`src/pit_pkg.sv`:
```
// Package for the point-in-tetrahedron test: sequencer states, face table and field constants.
package pit_pkg;

  // Width of each coordinate field on the ports.
  localparam int FIELD_W = 16;

  // Mode codes.
  localparam logic [2:0] MODE_TEST = 3'd4;

  typedef logic [1:0] vidx_t;

  // Each row lists three face vertices and then the opposite vertex.
  localparam vidx_t FACE_TAB [4][4] = '{
    '{2'd0, 2'd1, 2'd2, 2'd3},
    '{2'd0, 2'd1, 2'd3, 2'd2},
    '{2'd0, 2'd2, 2'd3, 2'd1},
    '{2'd1, 2'd2, 2'd3, 2'd0}
  };

  localparam vidx_t LAST_FACE = 2'd3;
  localparam logic [1:0] LAST_STEP = 2'd2;

  typedef enum logic [2:0] {
    ST_IDLE,
    ST_READ,
    ST_DIFF,
    ST_MAC,
    ST_CHECK
  } pit_state_e;

endpackage

```
`src/point_in_tetrahedron_test_core.sv`:
```
// Point-in-tetrahedron test: vertex store, shared multiply-accumulate unit and its sequencer.
//
// Words with mode 0 to 3 write that vertex of the tetrahedron and give no result. A mode 4
// word is a query: for each of the four faces the block reads the face's three vertices
// and its opposite vertex from the vertex store over its one read port, then works out two
// exact 3x3 orientation determinants, first against the opposite vertex and then against
// the query, each as a step of differences, three groups on the single shared
// multiply-accumulate unit that each fold one 2x2 minor into the determinant, and a sign
// check. A query stops at the first face that has the query strictly outside. The block
// takes no new word while a query is at work; the result sits in an output register, so
// the next word is taken while it waits. A query that ends while an earlier result still
// waits stays in its last sign check until that result is taken. Modes 5 to 7 are taken
// and ignored. Coordinates are the low COORD_BITS bits of each field, sign extended, while
// COORD_BITS is at most FIELD_W; above that the whole field is taken zero extended. A query
// that uses a vertex never written since reset gives an arbitrary answer.
module point_in_tetrahedron_test_core #(
  parameter int COORD_BITS = 16
) (
  input  logic                                 clk_i,
  input  logic                                 rst_ni,
  input  logic                                 in_valid_i,
  output logic                                 in_ready_o,
  input  logic [2:0]                           mode_i,
  input  logic signed [pit_pkg::FIELD_W-1:0]   coord_x_i,
  input  logic signed [pit_pkg::FIELD_W-1:0]   coord_y_i,
  input  logic signed [pit_pkg::FIELD_W-1:0]   coord_z_i,
  output logic                                 out_valid_o,
  input  logic                                 out_ready_i,
  output logic                                 inside_res_o
);

  // Above the field width the sign bit lies beyond the port, so the value is zero extended.
  localparam int VW    = (COORD_BITS > pit_pkg::FIELD_W) ? pit_pkg::FIELD_W + 1 : COORD_BITS;
  localparam int VTX_W = 3 * VW;
  localparam int D     = VW + 1;
  localparam int T_W   = 2 * D + 1;
  localparam int P_W   = D + T_W;
  localparam int ACC_W = 3 * D + 2;

  pit_pkg::pit_state_e state_q, state_d;

  logic signed [VW-1:0] x_in, y_in, z_in;
  logic                 in_acc;
  logic                 out_load;
  logic                 out_free;

  logic [VTX_W-1:0] mem [4];
  logic [VTX_W-1:0] rd_data_q;
  pit_pkg::vidx_t   rd_addr;

  logic [VTX_W-1:0] p_q, va_q, vb_q, vc_q, vo_q;
  logic [VTX_W-1:0] tgt_vtx;
  logic [2:0]       cnt_q;
  pit_pkg::vidx_t   face_q;
  logic             tgt_q;
  logic             flip_q;
  logic [1:0]       grp_q, ph_q;

  logic signed [D-1:0] adx_q, ady_q, adz_q, bdx_q, bdy_q, bdz_q, cdx_q, cdy_q, cdz_q;
  logic signed [D-1:0] sel_x, sel_y1, sel_z1, sel_y2, sel_z2;
  logic signed [D-1:0] mul_a;
  logic signed [T_W-1:0] mul_b;
  logic signed [P_W-1:0] prod;
  logic signed [T_W-1:0] t_q;
  logic signed [ACC_W-1:0] acc_q, acc_base;

  logic acc_pos, acc_neg, face_out, mac_last;

  logic out_valid_q, inside_q;

  generate
    if (COORD_BITS > pit_pkg::FIELD_W) begin : g_zext
      assign x_in = $signed({1'b0, coord_x_i});
      assign y_in = $signed({1'b0, coord_y_i});
      assign z_in = $signed({1'b0, coord_z_i});
    end else begin : g_sext
      assign x_in = $signed(coord_x_i[VW-1:0]);
      assign y_in = $signed(coord_y_i[VW-1:0]);
      assign z_in = $signed(coord_z_i[VW-1:0]);
    end
  endgenerate

  function automatic logic signed [D-1:0] sub_ext(logic [VW-1:0] u, logic [VW-1:0] v);
    return $signed({u[VW-1], u}) - $signed({v[VW-1], v});
  endfunction

  assign in_acc   = in_valid_i && in_ready_o;
  assign out_free = !out_valid_q || out_ready_i;
  assign acc_neg  = acc_q[ACC_W-1];
  assign acc_pos  = !acc_q[ACC_W-1] && (acc_q != '0);
  // A flipped face has its positive side where the raw determinant is negative.
  assign face_out = flip_q ? acc_pos : acc_neg;
  assign mac_last = (grp_q == pit_pkg::LAST_STEP) && (ph_q == pit_pkg::LAST_STEP);

  // Next state.
  always_comb begin
    state_d = state_q;
    case (state_q)
      pit_pkg::ST_IDLE: begin
        if (in_acc && (mode_i == pit_pkg::MODE_TEST)) state_d = pit_pkg::ST_READ;
      end
      pit_pkg::ST_READ: begin
        if (cnt_q == 3'd4) state_d = pit_pkg::ST_DIFF;
      end
      pit_pkg::ST_DIFF: state_d = pit_pkg::ST_MAC;
      pit_pkg::ST_MAC: begin
        if (mac_last) state_d = pit_pkg::ST_CHECK;
      end
      pit_pkg::ST_CHECK: begin
        if (!tgt_q) begin
          state_d = pit_pkg::ST_DIFF;
        end else if (face_out || (face_q == pit_pkg::LAST_FACE)) begin
          if (out_free) state_d = pit_pkg::ST_IDLE;
        end else begin
          state_d = pit_pkg::ST_READ;
        end
      end
      default: state_d = pit_pkg::ST_IDLE;
    endcase
  end

  // Outputs of the sequencer.
  always_comb begin
    in_ready_o = 1'b0;
    out_load   = 1'b0;
    case (state_q)
      pit_pkg::ST_IDLE:  in_ready_o = 1'b1;
      pit_pkg::ST_CHECK: out_load = tgt_q && out_free &&
                                    (face_out || (face_q == pit_pkg::LAST_FACE));
      default: begin
        in_ready_o = 1'b0;
        out_load   = 1'b0;
      end
    endcase
  end

  always_ff @(posedge clk_i or negedge rst_ni) begin
    if (!rst_ni) begin
      state_q <= pit_pkg::ST_IDLE;
    end else begin
      state_q <= state_d;
    end
  end

  // Vertex store with one write and one registered read port.
  assign rd_addr = pit_pkg::FACE_TAB[face_q][cnt_q[1:0]];

  always_ff @(posedge clk_i) begin
    if (in_acc && (mode_i < pit_pkg::MODE_TEST)) begin
      mem[mode_i[1:0]] <= {x_in, y_in, z_in};
    end
    rd_data_q <= mem[rd_addr];
  end

  // Control counters.
  always_ff @(posedge clk_i or negedge rst_ni) begin
    if (!rst_ni) begin
      cnt_q  <= '0;
      face_q <= '0;
      tgt_q  <= 1'b0;
      flip_q <= 1'b0;
      grp_q  <= '0;
      ph_q   <= '0;
    end else begin
      case (state_q)
        pit_pkg::ST_IDLE: begin
          cnt_q  <= '0;
          face_q <= '0;
          tgt_q  <= 1'b0;
        end
        pit_pkg::ST_READ: cnt_q <= cnt_q + 3'd1;
        pit_pkg::ST_DIFF: begin
          grp_q <= '0;
          ph_q  <= '0;
        end
        pit_pkg::ST_MAC: begin
          if (ph_q == pit_pkg::LAST_STEP) begin
            ph_q  <= '0;
            grp_q <= grp_q + 2'd1;
          end else begin
            ph_q <= ph_q + 2'd1;
          end
        end
        pit_pkg::ST_CHECK: begin
          if (!tgt_q) begin
            flip_q <= acc_neg;
            tgt_q  <= 1'b1;
          end else if (!face_out && (face_q != pit_pkg::LAST_FACE)) begin
            face_q <= face_q + 2'd1;
            tgt_q  <= 1'b0;
            cnt_q  <= '0;
          end
        end
        default: cnt_q <= '0;
      endcase
    end
  end

  // Face vertices arrive in the cycle after their read address.
  always_ff @(posedge clk_i) begin
    if (in_acc && (mode_i == pit_pkg::MODE_TEST)) p_q <= {x_in, y_in, z_in};
    if (state_q == pit_pkg::ST_READ) begin
      case (cnt_q)
        3'd1:    va_q <= rd_data_q;
        3'd2:    vb_q <= rd_data_q;
        3'd3:    vc_q <= rd_data_q;
        3'd4:    vo_q <= rd_data_q;
        default: va_q <= va_q;
      endcase
    end
  end

  assign tgt_vtx = tgt_q ? p_q : vo_q;

  always_ff @(posedge clk_i) begin
    if (state_q == pit_pkg::ST_DIFF) begin
      adx_q <= sub_ext(va_q[3*VW-1:2*VW], tgt_vtx[3*VW-1:2*VW]);
      ady_q <= sub_ext(va_q[2*VW-1:VW],   tgt_vtx[2*VW-1:VW]);
      adz_q <= sub_ext(va_q[VW-1:0],      tgt_vtx[VW-1:0]);
      bdx_q <= sub_ext(vb_q[3*VW-1:2*VW], tgt_vtx[3*VW-1:2*VW]);
      bdy_q <= sub_ext(vb_q[2*VW-1:VW],   tgt_vtx[2*VW-1:VW]);
      bdz_q <= sub_ext(vb_q[VW-1:0],      tgt_vtx[VW-1:0]);
      cdx_q <= sub_ext(vc_q[3*VW-1:2*VW], tgt_vtx[3*VW-1:2*VW]);
      cdy_q <= sub_ext(vc_q[2*VW-1:VW],   tgt_vtx[2*VW-1:VW]);
      cdz_q <= sub_ext(vc_q[VW-1:0],      tgt_vtx[VW-1:0]);
    end
  end

  // Each group builds one 2x2 minor in two steps, then folds it into the determinant.
  always_comb begin
    case (grp_q)
      2'd0: begin
        sel_x = adx_q; sel_y1 = bdy_q; sel_z1 = bdz_q; sel_y2 = cdy_q; sel_z2 = cdz_q;
      end
      2'd1: begin
        sel_x = bdx_q; sel_y1 = cdy_q; sel_z1 = cdz_q; sel_y2 = ady_q; sel_z2 = adz_q;
      end
      default: begin
        sel_x = cdx_q; sel_y1 = ady_q; sel_z1 = adz_q; sel_y2 = bdy_q; sel_z2 = bdz_q;
      end
    endcase
    case (ph_q)
      2'd0: begin
        mul_a = sel_y1;
        mul_b = T_W'(sel_z2);
      end
      2'd1: begin
        mul_a = sel_z1;
        mul_b = T_W'(sel_y2);
      end
      default: begin
        mul_a = sel_x;
        mul_b = t_q;
      end
    endcase
  end

  assign prod     = mul_a * mul_b;
  assign acc_base = (grp_q == 2'd0) ? '0 : acc_q;

  always_ff @(posedge clk_i) begin
    if (state_q == pit_pkg::ST_MAC) begin
      case (ph_q)
        2'd0:    t_q <= prod[T_W-1:0];
        2'd1:    t_q <= t_q - prod[T_W-1:0];
        default: acc_q <= acc_base + ACC_W'(prod);
      endcase
    end
  end

  // Result register.
  always_ff @(posedge clk_i or negedge rst_ni) begin
    if (!rst_ni) begin
      out_valid_q <= 1'b0;
    end else if (out_load) begin
      out_valid_q <= 1'b1;
    end else if (out_ready_i) begin
      out_valid_q <= 1'b0;
    end
  end

  always_ff @(posedge clk_i) begin
    if (out_load) inside_q <= !face_out;
  end

  assign out_valid_o  = out_valid_q;
  assign inside_res_o = inside_q;

  a_rose_from_check: assert property (@(posedge clk_i) disable iff (!rst_ni)
    $rose(out_valid_q) |-> $past(state_q) == pit_pkg::ST_CHECK)
    else $error("result word appeared outside the sign check");

  a_query_starts: assert property (@(posedge clk_i) disable iff (!rst_ni)
    (in_acc && (mode_i == pit_pkg::MODE_TEST)) |=> (state_q == pit_pkg::ST_READ) && (cnt_q == 3'd0)
      && (face_q == '0) && !tgt_q)
    else $error("query word did not start at the first face");

  a_mac_to_check: assert property (@(posedge clk_i) disable iff (!rst_ni)
    (state_q == pit_pkg::ST_MAC) && mac_last |=> state_q == pit_pkg::ST_CHECK)
    else $error("determinant did not end after nine steps");

  a_opposite_then_query: assert property (@(posedge clk_i) disable iff (!rst_ni)
    (state_q == pit_pkg::ST_CHECK) && !tgt_q |=> (state_q == pit_pkg::ST_DIFF) && tgt_q)
    else $error("query determinant did not follow the opposite vertex");

  a_no_overwrite: assert property (@(posedge clk_i) disable iff (!rst_ni)
    out_load |-> out_free)
    else $error("result word overwritten while waiting");

endmodule
```
`config.mk`:
```
export PLATFORM = sky130hd
export DESIGN_NAME = point_in_tetrahedron_test_core
export DESIGN_NICKNAME = d
export VERILOG_FILES = /design/src/pit_pkg.sv /design/src/point_in_tetrahedron_test_core.sv
export SDC_FILE = /design/constraint.sdc
export NUM_CORES = 2
export LEC_CHECK = 0
export BUFFER_PORTS_ARGS = -buffer_cell sky130_fd_sc_hd__buf_2
export CORE_ASPECT_RATIO = 1.4
export CORE_MARGIN = 1
export CORE_UTILIZATION = 30
export DETAILED_ROUTE_END_ITERATION = 16
export HOLD_SLACK_MARGIN = 0.06
export PLACE_DENSITY = 0.4
export SYNTH_ARGS = -nofsm -noshare
export SYNTH_HDL_FRONTEND = slang
export SYNTH_SLANG_ARGS = --single-unit
```
`constraint.sdc`:
```
create_clock -name clk_i -period 14.1 [get_ports clk_i]
set_input_delay 0.705 -clock clk_i [delete_from_list [all_inputs] [get_ports clk_i]]
set_output_delay 0.705 -clock clk_i [all_outputs]
set_load 0.1 [all_outputs]
```
==> impl_results.md <==
- Status: completed
- Max-slew headroom: 0.116
- Port bufs: 57
- Resized cells post-CTS: 0
- Synth-to-Final Area Change: 11.1%
- Critical path required time: roughly 15000 ps
- # hold bufs at CTS: 1
- Final setup fails: 0
- Area contributors post-synth: edfxtp_1, fa_1, ha_1
- CP Launch Type: flip-flop
- Predominant post-synthesis flop cell: edfxtp_1
- Vias in the first global route: around 42k
- # fillers: 19.1k
- Fin crit period: ~13000 ps
- CTS H-tree lvls: 3
- Gr usage total: 0.186
- CP endpoint kind: flip-flop
- Hold Path Class: in -> reg
- Seq cells post-synth: approximately 740
- Die Area: 193000 um^2
- Tightest Pin Transition: approximately 1300 ps
- Final net count: roughly 6.4k
- Synthesized instance count: roughly 5.4k
- Max Cap Violations: 0
- Sequential fraction of the synthesis area: 0.377
- Crit-path slowest cell: o21a_1
- CP peak stage delay: roughly 720 ps
- Root Driver: clkbuf_16
- DR vias/cell: around 4.8
- Cell taking the most area after synthesis: edfxtp_1
- Clock sinks: 737
- CP Class: reg -> reg
- F_max: between 70 and 80 MHz
- Post-route ant nets: 0
- Cell mode on critical path: fa_1
- Fin crit share: 0.898
- Chip height: 519 um
- Max clock buf depth: 3
- Cell area after synthesis: between 50000 and 60000 um^2
- TritonCTS Buffers: 75
- # IOs: between 50 and 60
- Post-CTS Setup Inserts: 0
- Crit path max fanout: just over 80
- CP arrival: around 13000 ps
- Core Footprint: 189000 um^2
- First-pass GRT wire length: roughly 270000 um
- EDFF count, synth: approximately 670
- Detailed placement HPWL: roughly 140000 um
- Max-slew violation count: 0
- Distinct cell type count after synthesis: 86
- CP delay by family, top: compound AO/OA/AOI/OAI gates
- GR Overflow Total: 0
- Post-route DRC: 0
- Drt initial violations: about 2.1k
- DRT Pass-1 Iters: 7
- Clk Latency, worst-skew pair: between 600 and 700 ps
- Routed via count: 38.7k
- Syn Nets: about 6.4k
- Initial Util: 0.302
- Layout cells sized above 1: 0.0750
- RSZ-0062 raised after global routing: no
- Mean routed wirelength per cell: 22.1 um
- Setup TNS: 0 ps
- Syn Area/Cell: around 11 um^2
- Crit path buffers/inverters: 7
- Gpl congestion: 0.890
- Async set-reset flop share out of synthesis: 0.0204
- Max Clock Skew: about 40 ps
- # rows: about 190
- Largest net degree at the start of global routing: 84
- Reg clk slew, reported paths: approximately 70 ps
- YS warnings: 0
- Final wirelength: 176000 um
- Synth top area share: 0.353
- Die Width: 371 um
- Antenna violations before repair: 1
- CTS tree: yes
- Hold Fails Final Rpt: 0
-- cells in the mapped netlist (15+ instances only) --
cell type / number
mux4_2: 49
nand3_1: 52
nand2b_1: 29
nor4_1: 29
o21bai_1: 34
a31oi_1: 15
and3_1: 15
xnor2_1: 160
a21oi_1: 213
nand2_1: 527
nor2_1: 558
a21o_1: 69
ha_1: 361
buf_1: 16
dfrtp_1: 15
a211oi_1: 22
nor3_1: 48
inv_1: 820
and2_1: 17
nand4_1: 16
fa_1: 578
xor2_1: 40
o21ai_1: 28
mux2i_1: 49
o211ai_1: 31
edfxtp_1: 674
o311ai_0: 25
dfxtp_1: 48
o21ai_0: 253
clkbuf_1: 160
nor2b_1: 141
a21boi_0: 47
o21a_1: 44
-- per-layer routing --
layer  wire [um]  track usage  vias up  share of wire
li1            -            -    18100              -
met5           0            0        -              0
met1       67900        0.208    19700           0.39
met3        4090       0.0157      236          0.023
met2       96400        0.357      648           0.55
met4        7780       0.0776        0          0.044
-- final timing paths --
check | cells after the start | start | endpoint | slack (ps)
setup / recovery | 41 | grp_q[1] | acc_q[52] | 1430
hold / removal | 1 | coord_x_i[12] | mem[2][44] | 270
setup reg to reg | 41 | grp_q[1] | acc_q[52] | 1430
hold reg to reg | 0 | rd_data_q[37] | vc_q[37] | 460
max in group asynchronous | 2 | rst_ni | tgt_q | 13150
min in group asynchronous | 2 | rst_ni | state_q[0] | 550
-- layout make-up --
| type | instances | area (um^2) | share of cell area |
|---|---|---|---|
| multi-input cells | 3643 | 32100 | 0.505 |
| flip-flops and latches | 737 | 21600 | 0.339 |
| well taps | 2483 | 3110 | 0.0488 |
| inverters | 820 | 3080 | 0.0484 |
| clock buffers | 99 | 2070 | 0.0325 |
| repair buffers | 154 | 1020 | 0.0160 |
| clock inverters | 39 | 602 | 0.00946 |
| diodes | 1 | 2.50 | 0.0000393 |
-- state kept, by name (all words and copies together) (netlist names), 35 cells and up --
signal,cells
vc_q,48
vo_q,48
t_q,35
p_q,48
acc_q,53
mem,192
va_q,48
vb_q,48
rd_data_q,48
-- per-stage QoR --
stage / std cells / cell area [um^2] / utilization / setup slack [ps] / hold WS [ps]
6_report: 7976 / 63600 / 0.336 / 1430 / 269
3_5_place_dp: 7836 / 60900 / 0.322 / 1460 / 473
3_3_place_gp: 7836 / 60900 / 0.322 / 1530 / 463
4_1_cts: 7975 / 63600 / 0.336 / 1410 / 208
2_1_floorplan: 5386 / 57300 / - / 3410 / 409
5_1_grt: 7976 / 63600 / 0.336 / 659 / 230
-- kinds of logic after synthesis --
logic type,share of synthesized area
flip-flops,0.377
AO/OA/AOI/OAI,0.100
multiplexers,0.0290
adder cells (fa/ha/maj),0.281
buffers and inverters,0.0666
AND/OR/NAND/NOR,0.115
XOR/XNOR,0.0313
-- placed cells by master, fill, tap and decap left out, drive strengths merged, types with 15 or more instances in the layout --
cell    instances
buf           153
nand2         527
nor4           29
o21ai         283
a21oi         215
and3           15
fa            578
nor2b         141
clkbuf         99
o211ai         32
nor3           48
nand2b         29
a21boi         49
dfxtp          48
o21bai         34
a211oi         23
o311ai         25
nor2          558
a21o           70
nand4          16
inv           829
mux2i          49
edfxtp        674
dfrtp          15
ha            361
nand3          52
and2           17
xor2           40
o21a           44
a31oi          17
xnor2         161
mux4           49
Power is not shown: default switching activity piles up to over one toggle a cycle in this logic, so the estimate is an artifact.
